===== config.mk =====
export PLATFORM = sky130hd
export DESIGN_NAME = tgms_queue
export DESIGN_NICKNAME = d
export VERILOG_FILES = /design/src/rtl/tgms_pkg.sv /design/src/rtl/tgms_queue.sv
export SDC_FILE = /design/constraint.sdc
export NUM_CORES = 1
export LEC_CHECK = 0
export BUFFER_PORTS_ARGS = -buffer_cell sky130_fd_sc_hd__buf_2
export CELL_PAD_IN_SITES_DETAIL_PLACEMENT = 1
export CELL_PAD_IN_SITES_GLOBAL_PLACEMENT = 2
export CORE_ASPECT_RATIO = 0.9
export CORE_UTILIZATION = 39
export DETAILED_ROUTE_END_ITERATION = 8
export PLACE_DENSITY_LB_ADDON = 0.1
export SLEW_MARGIN = 20
export SYNTH_ARGS = -nofsm -noshare
export SYNTH_HDL_FRONTEND = slang
export SYNTH_SLANG_ARGS = --single-unit

===== constraint.sdc =====
create_clock -name aclk -period 10.4 [get_ports aclk]
set_input_delay 2.08 -clock aclk [delete_from_list [all_inputs] [get_ports aclk]]
set_output_delay 2.08 -clock aclk [all_outputs]
set_load 0.01 [all_outputs]

===== src/rtl/tgms_pkg.sv =====
`default_nettype none
package tgms_pkg;

    localparam int DATA_W     = 32;
    localparam int ADDR_W     = 12;
    localparam int COORD_W    = 8;
    localparam int T_W        = 16;
    localparam int CFG_IDX_W  = 3;
    localparam int GRID_X_DEF = 16;
    localparam int GRID_Y_DEF = 16;
    localparam int GRID_Z_DEF = 16;
    localparam logic [DATA_W-1:0] ONE_Q16 = 32'h0001_0000;

    // Register indexes on the configuration channel
    localparam logic [CFG_IDX_W-1:0] CFG_X_ORIGIN  = 3'd0;
    localparam logic [CFG_IDX_W-1:0] CFG_Y_ORIGIN  = 3'd1;
    localparam logic [CFG_IDX_W-1:0] CFG_Z_ORIGIN  = 3'd2;
    localparam logic [CFG_IDX_W-1:0] CFG_X_INV     = 3'd3;
    localparam logic [CFG_IDX_W-1:0] CFG_Y_INV     = 3'd4;
    localparam logic [CFG_IDX_W-1:0] CFG_Z_INV     = 3'd5;
    localparam logic [CFG_IDX_W-1:0] CFG_THRESHOLD = 3'd6;
    localparam logic [CFG_IDX_W-1:0] CFG_INVERT    = 3'd7;

    // Request kinds
    localparam logic REQ_LOAD  = 1'b0;
    localparam logic REQ_QUERY = 1'b1;

    // Axis weight selectors for the blend schedule
    localparam logic [1:0] TSEL_X = 2'd0;
    localparam logic [1:0] TSEL_Y = 2'd1;
    localparam logic [1:0] TSEL_Z = 2'd2;

    // Work handed from the mapping front to the sampling back
    typedef struct packed {
        logic                           is_load;
        logic [ADDR_W-1:0]              cell_index;
        logic [DATA_W-1:0]              cell_value;
        logic                           outside;
        logic [2:0][COORD_W-1:0]        lo;
        logic [2:0][COORD_W-1:0]        hi;
        logic [2:0][T_W-1:0]            t;
    } tgms_job_t;

    // One step of the blend schedule: w[a] = lerp(w[a], w[b], t[tsel])
    typedef struct packed {
        logic [2:0] a;
        logic [2:0] b;
        logic [1:0] tsel;
    } tgms_step_t;

    function automatic tgms_step_t blend_step(input logic [2:0] s);
        tgms_step_t r;
        case (s)
            3'd0:    r = '{a: 3'd0, b: 3'd1, tsel: TSEL_X};
            3'd1:    r = '{a: 3'd2, b: 3'd3, tsel: TSEL_X};
            3'd2:    r = '{a: 3'd0, b: 3'd2, tsel: TSEL_Y};
            3'd3:    r = '{a: 3'd4, b: 3'd5, tsel: TSEL_X};
            3'd4:    r = '{a: 3'd6, b: 3'd7, tsel: TSEL_X};
            3'd5:    r = '{a: 3'd4, b: 3'd6, tsel: TSEL_Y};
            3'd6:    r = '{a: 3'd0, b: 3'd4, tsel: TSEL_Z};
            default: r = '{a: 3'd0, b: 3'd0, tsel: TSEL_X};
        endcase
        return r;
    endfunction

endpackage
`default_nettype wire


===== src/rtl/tgms_queue.sv =====
`default_nettype none
module tgms_queue (
    input  wire logic                aclk,
    input  wire logic                aresetn,
    input  wire logic                push,
    input  wire tgms_pkg::tgms_job_t wr_job,
    output logic                     full,
    input  wire logic                pop,
    output logic                     nonempty,
    output tgms_pkg::tgms_job_t      rd_job
);
    tgms_pkg::tgms_job_t mem_reg [2];
    logic       wp_reg, rp_reg;
    logic [1:0] cnt_reg;

    assign full     = (cnt_reg == 2'd2);
    assign nonempty = (cnt_reg != 2'd0);
    assign rd_job   = mem_reg[rp_reg];

    // Advance pointers and fill count
    always_ff @(posedge aclk) begin
        if (!aresetn) begin
            wp_reg  <= 1'b0;
            rp_reg  <= 1'b0;
            cnt_reg <= 2'd0;
        end else begin
            if (push) wp_reg <= ~wp_reg;
            if (pop)  rp_reg <= ~rp_reg;
            cnt_reg <= cnt_reg + {1'b0, push} - {1'b0, pop};
        end
    end

    always_ff @(posedge aclk) begin
        if (push) mem_reg[wp_reg] <= wr_job;
    end
endmodule
`default_nettype wire


==> metrics.log <==
[metrics] run status: completed
[metrics] post-CTS setup buffers: 0
[metrics] Required @ worst endpoint: 8.32 ns
[metrics] HPWL reported at the end of detailed placement: 14680 um
[metrics] largest net degree at the start of global routing: 79
[metrics] Power per Cell Area: 193.7 mW/mm^2
[metrics] share of the yosys chip area belonging to registers: 0.7991
[metrics] total nets after synthesis: 611
[metrics] net switching power figure: 0.0005741 W
[metrics] layout cells sized above 1: 0.5987
[metrics] Clock Root Buffer: sky130_fd_sc_hd__clkbuf_16
[metrics] number of synthesis warnings: 0
[metrics] slowest cell on the critical path: sky130_fd_sc_hd__buf_4
[metrics] Rows: 57
[metrics] number of distinct standard cells referenced by the synthesized netlist: 14
[metrics] most frequent cells in the layout: sky130_fd_sc_hd__buf_2 (289), sky130_fd_sc_hd__edfxtp_1 (284), sky130_fd_sc_hd__mux2_4 (80)
[metrics] Worst Skew: 0.01242 ns
[metrics] DP Cell Count: 1095
[metrics] synthesized flop and latch total: 289
[metrics] overall overflow remaining after global route: 0
[metrics] kind of end point of the critical path: output pin
[metrics] most common cell after layout, fill and taps aside: sky130_fd_sc_hd__buf_2
[metrics] worst path cell trace: buf_4, mux2_2, buf_2
[metrics] fin worst setup slack: 5.685 ns
[metrics] Crit path largest cell delay: 0.86 ns
[metrics] quantity of gates resized following cts: 0
[metrics] count of TritonRoute iterations in the first routing pass: 4
[metrics] port bufs: 289
[metrics] number of top-level pins: 290
[metrics] most crowded layer after global routing: met2
[metrics] Finish-stage setup viols: 0
[metrics] nature of the critical path startpoint: register
[metrics] worst skew pair latency: 0.54 ns
[metrics] part of the total power dissipated in the clock network: 0.366
[metrics] global-route wire length before repair: 32960 um
[metrics] final core utilization: 0.4972
[metrics] Switching Share: 0.2199
[metrics] worst setup path category: reg2out
[metrics] Cells on Worst Hold Path: 2
[metrics] share of the cycle needed by the critical path after routing: 0.4533
[metrics] CTS tree: done
[metrics] drt first-iter violations: 265
[metrics] Filler Cells Inserted: 2575
[metrics] Post-Route Setup TNS: 0 ns
[metrics] clock buffer count from CTS: 31
[metrics] Relative slew margins: 0.2950
[metrics] internal power consumption: 0.002036 W
[metrics] die area: 0.02836 sq mm
[metrics] met3 Resource Use GR: 0.05214
[metrics] clock-pin slew on the worst setup and hold paths: 0.05 ns
[metrics] die span in x: 177.4 um
[metrics] area growth from synthesis to layout: 24.80%
[metrics] level count of the clock H-tree: 1
[metrics] average routed wire per standard cell: 19.06 um
[metrics] part of the total power dissipated in combinational logic: 0.109
[metrics] R2R depth: 3
[metrics] met1 layer usage reported by global route: 0.1853
[metrics] overall global routing resource usage: 0.1533
[metrics] post-route ant nets: 0
[metrics] min Tclk post-route: 4.715 ns
[metrics] combined area of all synthesized cells: 0.01080 sq mm
[metrics] via count of the first global-routing pass: 5829
[metrics] classification of the worst-slack hold path: reg2reg
[metrics] total length of routed wires: 21930 um
[metrics] routing usage on met2: 0.2589
[metrics] placeable core area: 0.02710 sq mm
[metrics] total power of the final layout: 0.002610 W
[metrics] synthesized area per cell: 23.32 sq um
[metrics] max-capacitance violation count: 0
[metrics] Die Y-Extent: 159.9 um
[metrics] DRC violation count after routing: 0
[metrics] count of final hold-check violations: 0
[metrics] Mapped Cells: 463
[metrics] maximum count of clock buffers along a single path: 3
[metrics] standby leakage power: 5.199 nW
[metrics] max frequency: 0.2121 GHz
[metrics] effective utilization at floorplan: 0.3984
[metrics] transition time at the pin with the least slew margin: 1.058 ns
[metrics] worst vdd ir: 0.0001156 V
[metrics] unrepaired setup endpoints after global routing: false
[metrics] via count: 5343
[metrics] clock tree sinks: 289
[metrics] peak fanout along the critical path: 70
[metrics] relative contribution of sequential cells to total power: 0.524
[metrics] # hold bufs at CTS: 0
[metrics] CP arrival: 2.63 ns
[metrics] flip-flop count of the largest register after layout: 284
[metrics] Pins Over Slew Limit: 0
[metrics] Placement Setup Slack: 5.830 ns
[metrics] filler-free cell count of the finished design: 1151
[metrics] final estimated routing congestion in global placement: 0.7081
[metrics] final net count: 922
[metrics] post-DR vias/cell: 4.642
[metrics] number of antenna violations at the first check in global routing: 6
worst max-delay path, delay by kind of cell, from the launching register on:
kind	cells	cell delay [ns]
multiplexers	1	0.43
buffers and inverters	2	1.00
flip-flops	1	0.61
cells in the mapped netlist:
cell type / instances / share of area
sky130_fd_sc_hd__xor2_1: 1 / 0.00081
sky130_fd_sc_hd__xnor3_1: 1 / 0.0021
sky130_fd_sc_hd__o21a_1: 1 / 0.00070
sky130_fd_sc_hd__inv_1: 2 / 0.00070
sky130_fd_sc_hd__buf_6: 10 / 0.010
sky130_fd_sc_hd__dfxtp_1: 5 / 0.0093
sky130_fd_sc_hd__or2_2: 1 / 0.00058
sky130_fd_sc_hd__and2_1: 4 / 0.0023
sky130_fd_sc_hd__mux2_4: 80 / 0.11
sky130_fd_sc_hd__edfxtp_1: 284 / 0.79
sky130_fd_sc_hd__mux2_2: 62 / 0.065
sky130_fd_sc_hd__nor2b_1: 4 / 0.0023
sky130_fd_sc_hd__ha_1: 2 / 0.0023
sky130_fd_sc_hd__buf_2: 6 / 0.0028
stage by stage:
step,hold slack [ns],instance area (sq um)
after floorplan,0.5546,10800
after global placement,0.5615,12600
after detailed placement,0.5694,12600
after CTS,0.5889,13470
after global routing,0.6145,13480
final,0.5867,13480
power groups by stage:
| stage | Combinational (W) | Clock (W) | Sequential [W] |
|---|---|---|---|
| CTS | 0.000293 | 0.000988 | 0.00137 |
| detailed placement | 0.000291 | 0 | 0.00139 |
| global placement | 0.000284 | 0 | 0.00139 |
| floorplan | 0.000179 | 0 | 0.00139 |
| global route | 0.000309 | 0.00102 | 0.00137 |
| finish | 0.000286 | 0.000957 | 0.00137 |
routing by layer:
metal	wire length [um]	vias to the layer above
li1	-	2468
met1	8616	2622
met2	10770	204
met3	1959	41
met4	538	8
met5	49	-
layout make-up:
class | instances | area, sq um | area share
multi-input combinational | 156 | 2029 | 0.1506
inverter | 2 | 7.507 | 0.0005571
tap | 354 | 442.9 | 0.03287
antenna | 2 | 5.005 | 0.0003714
timing repair buffer | 294 | 1484 | 0.1101
clock inverter | 12 | 57.56 | 0.004271
clock buffer | 42 | 817.0 | 0.06063
sequential | 289 | 8632 | 0.6406
path summary, 6_finish.rpt:
kind	slack (ns)	start	endpoint
setup / recovery	5.69	register	rd_job[22]
hold / removal	0.59	rp_reg$_SDFFE_PN0P_	register
setup reg to reg	7.80	wp_reg$_SDFFE_PN0P_	mem_reg[0][27]$_DFFE_PP_
hold reg to reg	0.59	rp_reg$_SDFFE_PN0P_	register
logic make-up (layout without fill, tap and decap cells):
group,after synthesis,in the layout,share of synthesized area
mux,142,142,0.1759
flops,289,289,0.7991
compound gates,1,1,0.0006955
xor+xnor,2,2,0.002897
fa+ha+maj,2,2,0.002317
simple gates,9,9,0.005214
buf+inv,18,350,0.01391
other cells,0,2,0
(Power assumes the default switching activity.)
