<file path="src/rtl/tgms_pkg.sv">
`default_nettype none
package tgms_pkg;

    localparam int DATA_W     = 32;
    localparam int ADDR_W     = 12;
    localparam int COORD_W    = 8;
    localparam int T_W        = 16;
    localparam int CFG_IDX_W  = 3;
    localparam int GRID_X_DEF = 16;
    localparam int GRID_Y_DEF = 16;
    localparam int GRID_Z_DEF = 16;
    localparam logic [DATA_W-1:0] ONE_Q16 = 32'h0001_0000;

    // Register indexes on the configuration channel
    localparam logic [CFG_IDX_W-1:0] CFG_X_ORIGIN  = 3'd0;
    localparam logic [CFG_IDX_W-1:0] CFG_Y_ORIGIN  = 3'd1;
    localparam logic [CFG_IDX_W-1:0] CFG_Z_ORIGIN  = 3'd2;
    localparam logic [CFG_IDX_W-1:0] CFG_X_INV     = 3'd3;
    localparam logic [CFG_IDX_W-1:0] CFG_Y_INV     = 3'd4;
    localparam logic [CFG_IDX_W-1:0] CFG_Z_INV     = 3'd5;
    localparam logic [CFG_IDX_W-1:0] CFG_THRESHOLD = 3'd6;
    localparam logic [CFG_IDX_W-1:0] CFG_INVERT    = 3'd7;

    // Request kinds
    localparam logic REQ_LOAD  = 1'b0;
    localparam logic REQ_QUERY = 1'b1;

    // Axis weight selectors for the blend schedule
    localparam logic [1:0] TSEL_X = 2'd0;
    localparam logic [1:0] TSEL_Y = 2'd1;
    localparam logic [1:0] TSEL_Z = 2'd2;

    // Work handed from the mapping front to the sampling back
    typedef struct packed {
        logic                           is_load;
        logic [ADDR_W-1:0]              cell_index;
        logic [DATA_W-1:0]              cell_value;
        logic                           outside;
        logic [2:0][COORD_W-1:0]        lo;
        logic [2:0][COORD_W-1:0]        hi;
        logic [2:0][T_W-1:0]            t;
    } tgms_job_t;

    // One step of the blend schedule: w[a] = lerp(w[a], w[b], t[tsel])
    typedef struct packed {
        logic [2:0] a;
        logic [2:0] b;
        logic [1:0] tsel;
    } tgms_step_t;

    function automatic tgms_step_t blend_step(input logic [2:0] s);
        tgms_step_t r;
        case (s)
            3'd0:    r = '{a: 3'd0, b: 3'd1, tsel: TSEL_X};
            3'd1:    r = '{a: 3'd2, b: 3'd3, tsel: TSEL_X};
            3'd2:    r = '{a: 3'd0, b: 3'd2, tsel: TSEL_Y};
            3'd3:    r = '{a: 3'd4, b: 3'd5, tsel: TSEL_X};
            3'd4:    r = '{a: 3'd6, b: 3'd7, tsel: TSEL_X};
            3'd5:    r = '{a: 3'd4, b: 3'd6, tsel: TSEL_Y};
            3'd6:    r = '{a: 3'd0, b: 3'd4, tsel: TSEL_Z};
            default: r = '{a: 3'd0, b: 3'd0, tsel: TSEL_X};
        endcase
        return r;
    endfunction

endpackage
`default_nettype wire

</file>
<file path="src/rtl/tgms_front.sv">
`default_nettype none
module tgms_front #(
    parameter int GRID_X = tgms_pkg::GRID_X_DEF,
    parameter int GRID_Y = tgms_pkg::GRID_Y_DEF,
    parameter int GRID_Z = tgms_pkg::GRID_Z_DEF
) (
    input  wire logic                            aclk,
    input  wire logic                            aresetn,
    input  wire logic                            in_valid,
    output logic                                 in_ready,
    input  wire logic                            in_type,
    input  wire logic [tgms_pkg::ADDR_W-1:0]     in_index,
    input  wire logic [tgms_pkg::DATA_W-1:0]     in_value,
    input  wire logic [2:0][tgms_pkg::DATA_W-1:0] in_q,
    input  wire logic [2:0][tgms_pkg::DATA_W-1:0] org,
    input  wire logic [2:0][tgms_pkg::DATA_W-1:0] inv,
    output logic                                 push,
    input  wire logic                            full,
    output tgms_pkg::tgms_job_t                  job
);
    localparam int DW = tgms_pkg::DATA_W;
    localparam int CW = tgms_pkg::COORD_W;
    localparam logic [1:0] NAX = (GRID_Z > 1) ? 2'd3 : 2'd2;

    localparam logic [1:0] ST_IDLE = 2'd0;
    localparam logic [1:0] ST_MAP  = 2'd1;
    localparam logic [1:0] ST_PUSH = 2'd2;

    logic [1:0]              state_reg, state_next;
    logic [1:0]              cnt_reg;
    logic                    type_reg;
    logic [tgms_pkg::ADDR_W-1:0] index_reg;
    logic [DW-1:0]           value_reg;
    logic [2:0][DW-1:0]      q_reg;
    logic [2*DW-1:0]         prod_reg;
    logic                    neg_reg, zinv_reg;
    logic [1:0]              ax_reg;
    logic                    out_reg;
    logic [2:0][CW-1:0]      lo_reg, hi_reg;
    logic [2:0][tgms_pkg::T_W-1:0] t_reg;

    logic [1:0]              axs;
    logic [DW:0]             diff;
    logic [DW-1:0]           nmax;
    logic [DW-1:0]           ip;
    logic [CW-1:0]           lo_c, hi_c;
    logic                    out_c;

    assign in_ready = (state_reg == ST_IDLE);
    assign push     = (state_reg == ST_PUSH) && !full;

    // Offset from the origin for the axis being mapped
    assign axs  = cnt_reg;
    assign diff = {q_reg[axs][DW-1], q_reg[axs]} - {org[axs][DW-1], org[axs]};

    // Range check of the registered product for the previous axis
    always_comb begin
        nmax = DW'((ax_reg == 2'd0) ? GRID_X - 1 : (ax_reg == 2'd1) ? GRID_Y - 1 : GRID_Z - 1);
        ip   = prod_reg[2*DW-1:DW];
        lo_c = '0;
        hi_c = '0;
        out_c = 1'b0;
        if (!zinv_reg) begin
            if (neg_reg || ip > nmax || (ip == nmax && prod_reg[DW-1:0] != '0)) begin
                out_c = 1'b1;
            end else begin
                lo_c = ip[CW-1:0];
                hi_c = (ip < nmax) ? CW'(ip + 1'b1) : nmax[CW-1:0];
            end
        end
    end

    always_comb begin
        state_next = state_reg;
        case (state_reg)
            ST_IDLE: if (in_valid) state_next = (in_type == tgms_pkg::REQ_QUERY) ? ST_MAP : ST_PUSH;
            ST_MAP:  if (cnt_reg == NAX) state_next = ST_PUSH;
            ST_PUSH: if (!full) state_next = ST_IDLE;
            default: state_next = ST_IDLE;
        endcase
    end

    always_ff @(posedge aclk) begin
        if (!aresetn) begin
            state_reg <= ST_IDLE;
        end else begin
            state_reg <= state_next;
        end
    end

    // Capture the beat, then map one axis a cycle through the shared multiplier
    always_ff @(posedge aclk) begin
        if (state_reg == ST_IDLE && in_valid) begin
            type_reg  <= in_type;
            index_reg <= in_index;
            value_reg <= in_value;
            q_reg     <= in_q;
            cnt_reg   <= 2'd0;
            out_reg   <= 1'b0;
            lo_reg    <= '0;
            hi_reg    <= '0;
            t_reg     <= '0;
        end else if (state_reg == ST_MAP) begin
            cnt_reg <= cnt_reg + 2'd1;
            if (cnt_reg != NAX) begin
                prod_reg <= diff[DW-1:0] * inv[axs];
                neg_reg  <= diff[DW];
                zinv_reg <= (inv[axs] == '0);
                ax_reg   <= axs;
            end
            if (cnt_reg != 2'd0) begin
                lo_reg[ax_reg] <= lo_c;
                hi_reg[ax_reg] <= hi_c;
                t_reg[ax_reg]  <= out_c ? '0 : prod_reg[DW-1:DW-tgms_pkg::T_W];
                out_reg        <= out_reg | out_c;
            end
        end
    end

    always_comb begin
        job.is_load    = (type_reg == tgms_pkg::REQ_LOAD);
        job.cell_index = index_reg;
        job.cell_value = value_reg;
        job.outside    = out_reg;
        job.lo         = lo_reg;
        job.hi         = hi_reg;
        job.t          = t_reg;
    end
endmodule
`default_nettype wire

</file>
<file path="config.mk">
export PLATFORM = sky130hd
export DESIGN_NAME = tgms_front
export DESIGN_NICKNAME = d
export VERILOG_FILES = /design/src/rtl/tgms_pkg.sv /design/src/rtl/tgms_front.sv
export SDC_FILE = /design/constraint.sdc
export NUM_CORES = 2
export LEC_CHECK = 0
export BUFFER_PORTS_ARGS = -buffer_cell sky130_fd_sc_hd__buf_4
export CAP_MARGIN = 20
export CELL_PAD_IN_SITES_DETAIL_PLACEMENT = 0
export CELL_PAD_IN_SITES_GLOBAL_PLACEMENT = 1
export CORE_ASPECT_RATIO = 1.75
export CORE_MARGIN = 2
export CORE_UTILIZATION = 25
export DETAILED_ROUTE_END_ITERATION = 7
export PLACE_DENSITY_LB_ADDON = 0.3
export SLEW_MARGIN = 20
export SYNTH_ARGS = -nofsm -noshare
export SYNTH_HDL_FRONTEND = slang
export SYNTH_SLANG_ARGS = --single-unit
</file>
<file path="constraint.sdc">
create_clock -name aclk -period 25.7 [get_ports aclk]
set_input_delay 2.57 -clock aclk [delete_from_list [all_inputs] [get_ports aclk]]
set_output_delay 2.57 -clock aclk [all_outputs]
set_load 0.05 [all_outputs]
</file>
==> flow_results.org <==
** Place
- Final estimated routing congestion in global placement :: 0.9038
- Summed over all nets, the half-perimeter wirelength after detailed placement is 150000 µm.
- Number of port buffers :: 480
- Number of placed instances with taps included :: 7752
- OpenSTA, run right after detailed placement, puts the worst setup slack at 11700 ps.

** STA
- The final number of hold-violating endpoints came to 0.
- Final setup skew :: 46.15 ps
- Relative slew slack :: 0.2659
- For this run, the top clock speed supported by timing is 75.44 MHz.
- The number of pins with negative max-slew slack in the final report was 0.
- Sum of negative setup slack :: 0 ps
- Smallest setup slack after layout :: 12440 ps
- Minimum period implied by the final worst setup slack :: 13260 ps
- Setup repair after global routing missed its margin :: false
- Setup violations remaining at the end of the flow were counted as 0.
- For the pin with the worst max-slew slack, the measured transition is 1101 ps.
- In the finished design, the share of the clock period the worst path needs comes to 0.5158.

** CTS
- Buffers inserted during clock tree synthesis total 38.
- After clock tree synthesis, the flow added hold-fix buffers numbering 0.
- Clock latency on the worst-skew pair :: 660 ps
- Counting every sink on the clock net gives 310.
- CTS built an H-tree with a depth of 2.
- The longest clock path from root to sink contains 3 buffers.
- TritonCTS built the clock tree.
- Number of instances resized during post-cts repair :: 0
- Setup Buffers After CTS :: 0
- Root Buffer :: sky130_fd_sc_hd__clkbuf_16
- Clock transition at the register clock pins on the worst setup and hold paths after CTS :: 50 ps

** Synthesis
- Yosys mapped a number of flops with a built-in enable equal to 209.
- Of the post-synthesis cell area, the dominant cell type holds 0.3898.
- Counting flops with an async set or reset pin after synthesis yields a share of 0.
- Synthesized area per cell :: 9.207 µm²
- Counting every net in the synthesized netlist gives 6536.
- Main synth FF type :: sky130_fd_sc_hd__edfxtp_1
- The cell area that synthesis handed to floorplanning was 46070 µm².
- Ranked by total cell area, the synthesized netlist is headed by sky130_fd_sc_hd__fa_1, sky130_fd_sc_hd__edfxtp_1, sky130_fd_sc_hd__ha_1.
- Share of the yosys chip area belonging to registers :: 0.1801
- Area leader, netlist :: sky130_fd_sc_hd__fa_1
- The netlist uses 69 different library cells.
- Number of warnings issued by yosys :: 0
- Cell count after synthesis :: 5004
- In this run, synthesis produced a sequential element count of 310.

** Route
- Average vias per placed instance :: 4.698
- Overall via count from detail_route :: 36.75k
- Number of iterations in the first detailed-routing pass :: 5
- After detailed routing, the number of remaining DRC violations is 0.
- In this run, the number of DRC markers left after iteration 0 of detailed routing was 1626.
- The count of nets left with antenna violations once routing finished came out at 0.
- The final layout contains routed wiring with a total length of 185600 µm.
- In the final routed layout, each cell accounts on average for 23.72 µm.

** Setup path
- At the worst endpoint, the required time is 26090 ps.
- Critical path class :: primary input to flop
- STA classifies the critical path startpoint as a primary input.
- Most used cell, CP :: sky130_fd_sc_hd__fa_1
- Across all register-to-register paths, the minimum setup slack is 12600 ps.
- Critical path endpoint category :: flop
- Cell at the slowest stage of the critical path :: sky130_fd_sc_hd__a31oi_1
- Counting both buffers and inverters, the worst setup path holds a total of 9.
- Of all nets on the critical path, the largest fanout is 16.
- Arr. time, crit path :: 13650 ps
- On the worst path, the slowest cell contributes a delay of 590 ps.
- Cell class contributing the biggest share of worst-path delay :: adder cells

** Final layout
- Leaving out filler cells and counting taps, the final layout contains 7823.
- For this run, the share of the core covered by cells in the final layout is 0.2958.
- Share of cells above drive strength 1 :: 0.1318
- Fill cells in the final layout number 19.61k.
- In the final design database the tool counted 6909 nets.
- Area Growth Syn to Fin :: 17.65%

** GRT
- Entering global routing, the biggest net connects 80 pins.
- Sum of overflow across all layers after global routing :: 0
- Global-route wire length before repair :: 266400 µm
- The number of global-route vias before repair came to 40.21k.
- Across every metal layer, demand over resource in global routing totals 0.1963.
- Antenna violations before repair :: 4

** Die
- The core region is 183200 µm².
- The die is 328.5 µm wide.
- The initial utilization of the core area, before any placement, comes to 0.2515.
- Die height :: 571.9 µm
- Site row count :: 208
- The die covers 187900 µm².
- Number of top-level pins :: 481

** Job
- MaxCap Viol Count :: 0

** Status
- The flow ran to the end, and the final reports show no timing, DRC or antenna violations.

** Min path
- Worst hold path class :: flop to flop
-- synth_stat cells (3+ instances only) --
cell / number
sky130_fd_sc_hd__a2111oi_0: 3
sky130_fd_sc_hd__a211oi_1: 8
sky130_fd_sc_hd__a21boi_0: 3
sky130_fd_sc_hd__a21o_1: 85
sky130_fd_sc_hd__a21oi_1: 236
sky130_fd_sc_hd__a31oi_1: 18
sky130_fd_sc_hd__and2_1: 28
sky130_fd_sc_hd__and3_1: 36
sky130_fd_sc_hd__buf_1: 16
sky130_fd_sc_hd__buf_2: 18
sky130_fd_sc_hd__clkbuf_1: 224
sky130_fd_sc_hd__dfxtp_1: 101
sky130_fd_sc_hd__edfxtp_1: 209
sky130_fd_sc_hd__fa_1: 897
sky130_fd_sc_hd__ha_1: 298
sky130_fd_sc_hd__inv_1: 899
sky130_fd_sc_hd__mux2i_1: 99
sky130_fd_sc_hd__nand2_1: 705
sky130_fd_sc_hd__nand2b_1: 16
sky130_fd_sc_hd__nand3_1: 24
sky130_fd_sc_hd__nand4_1: 29
sky130_fd_sc_hd__nor2_1: 681
sky130_fd_sc_hd__nor2b_1: 27
sky130_fd_sc_hd__nor3_1: 15
sky130_fd_sc_hd__nor3b_1: 5
sky130_fd_sc_hd__nor4_1: 25
sky130_fd_sc_hd__o2111ai_1: 3
sky130_fd_sc_hd__o211ai_1: 9
sky130_fd_sc_hd__o21a_1: 8
sky130_fd_sc_hd__o21ai_0: 91
sky130_fd_sc_hd__o21ai_1: 8
sky130_fd_sc_hd__o21bai_1: 16
sky130_fd_sc_hd__or2_2: 7
sky130_fd_sc_hd__or3_1: 4
sky130_fd_sc_hd__xnor2_1: 63
sky130_fd_sc_hd__xnor2_2: 3
sky130_fd_sc_hd__xor2_1: 44
-- area by class of cell --
cell class,count,area [µm²],share of cell area
Antenna cell,4,10.01,0.0001847
Clock buffer,50,1027,0.01895
Clock inverter,17,165.2,0.003047
Inverter,899,3382,0.06239
Multi-Input combinational cell,3536,33850,0.6245
Sequential cell,310,8305,0.1532
Tap cell,2415,3022,0.05575
Timing Repair Buffer,592,4444,0.08199
-- cell usage in the layout, fill, tap and decap left out, drive strengths merged, types with 18 or more instances in the layout --
cell / count
a21o: 85
a21oi: 237
a31oi: 18
and2: 28
and3: 36
buf: 592
clkbuf: 50
dfxtp: 101
edfxtp: 209
fa: 897
ha: 298
inv: 904
mux2i: 99
nand2: 705
nand3: 24
nand4: 29
nor2: 682
nor2b: 27
nor4: 25
o21ai: 99
xnor2: 66
xor2: 45
-- worst paths after layout --
path,from,to,cells after the start
worst min register to register,job[59],job[59],2
worst max register to register,axs[1],prod_reg[62],39
worst min-delay path,job[59],job[59],2
worst max-delay path,org[34],prod_reg[62],39
-- worst reg2reg max path, delay by kind of cell (launching register included) --
family                     cells  cell delay [ps]
AOI/OAI and AO/OA             12             3820
xor gates and xnor gates       1              180
adders and majority gates     10             5090
buffers and inverters         10             1610
DFF                            1              620
and+or+nand+nor                6             1540
-- layer usage --
layer / global-route usage / vias to the layer above / part of all wire
met2: 0.3640 / 1329 / 0.53
li1: - / 16110 / -
met1: 0.1971 / 18840 / 0.34
met4: 0.1356 / 4 / 0.077
met5: 0 / - / 0.00014
met3: 0.03503 / 470 / 0.057
-- cells by family after synthesis --
group                      synth area share
DFF                                  0.1801
adders and majority gates            0.4707
xor gates and xnor gates            0.02175
buffers and inverters               0.09492
muxes                               0.02175
AOI/OAI and AO/OA                   0.06773
and+or+nand+nor                      0.1430
-- through the flow --
| step | instance area (µm²) | hold slack, ps |
|---|---|---|
| final | 54200 | 453.0 |
| after global placement | 52990 | 444.0 |
| after detailed placement | 52990 | 447.9 |
| after floorplan | 46070 | 432.3 |
| after CTS | 54190 | 455.9 |
| after global routing | 54200 | 468.8 |
Power is left out: the tool's default activity adds up to more than one toggle a clock period on the data nets, which glitch-free logic cannot reach.
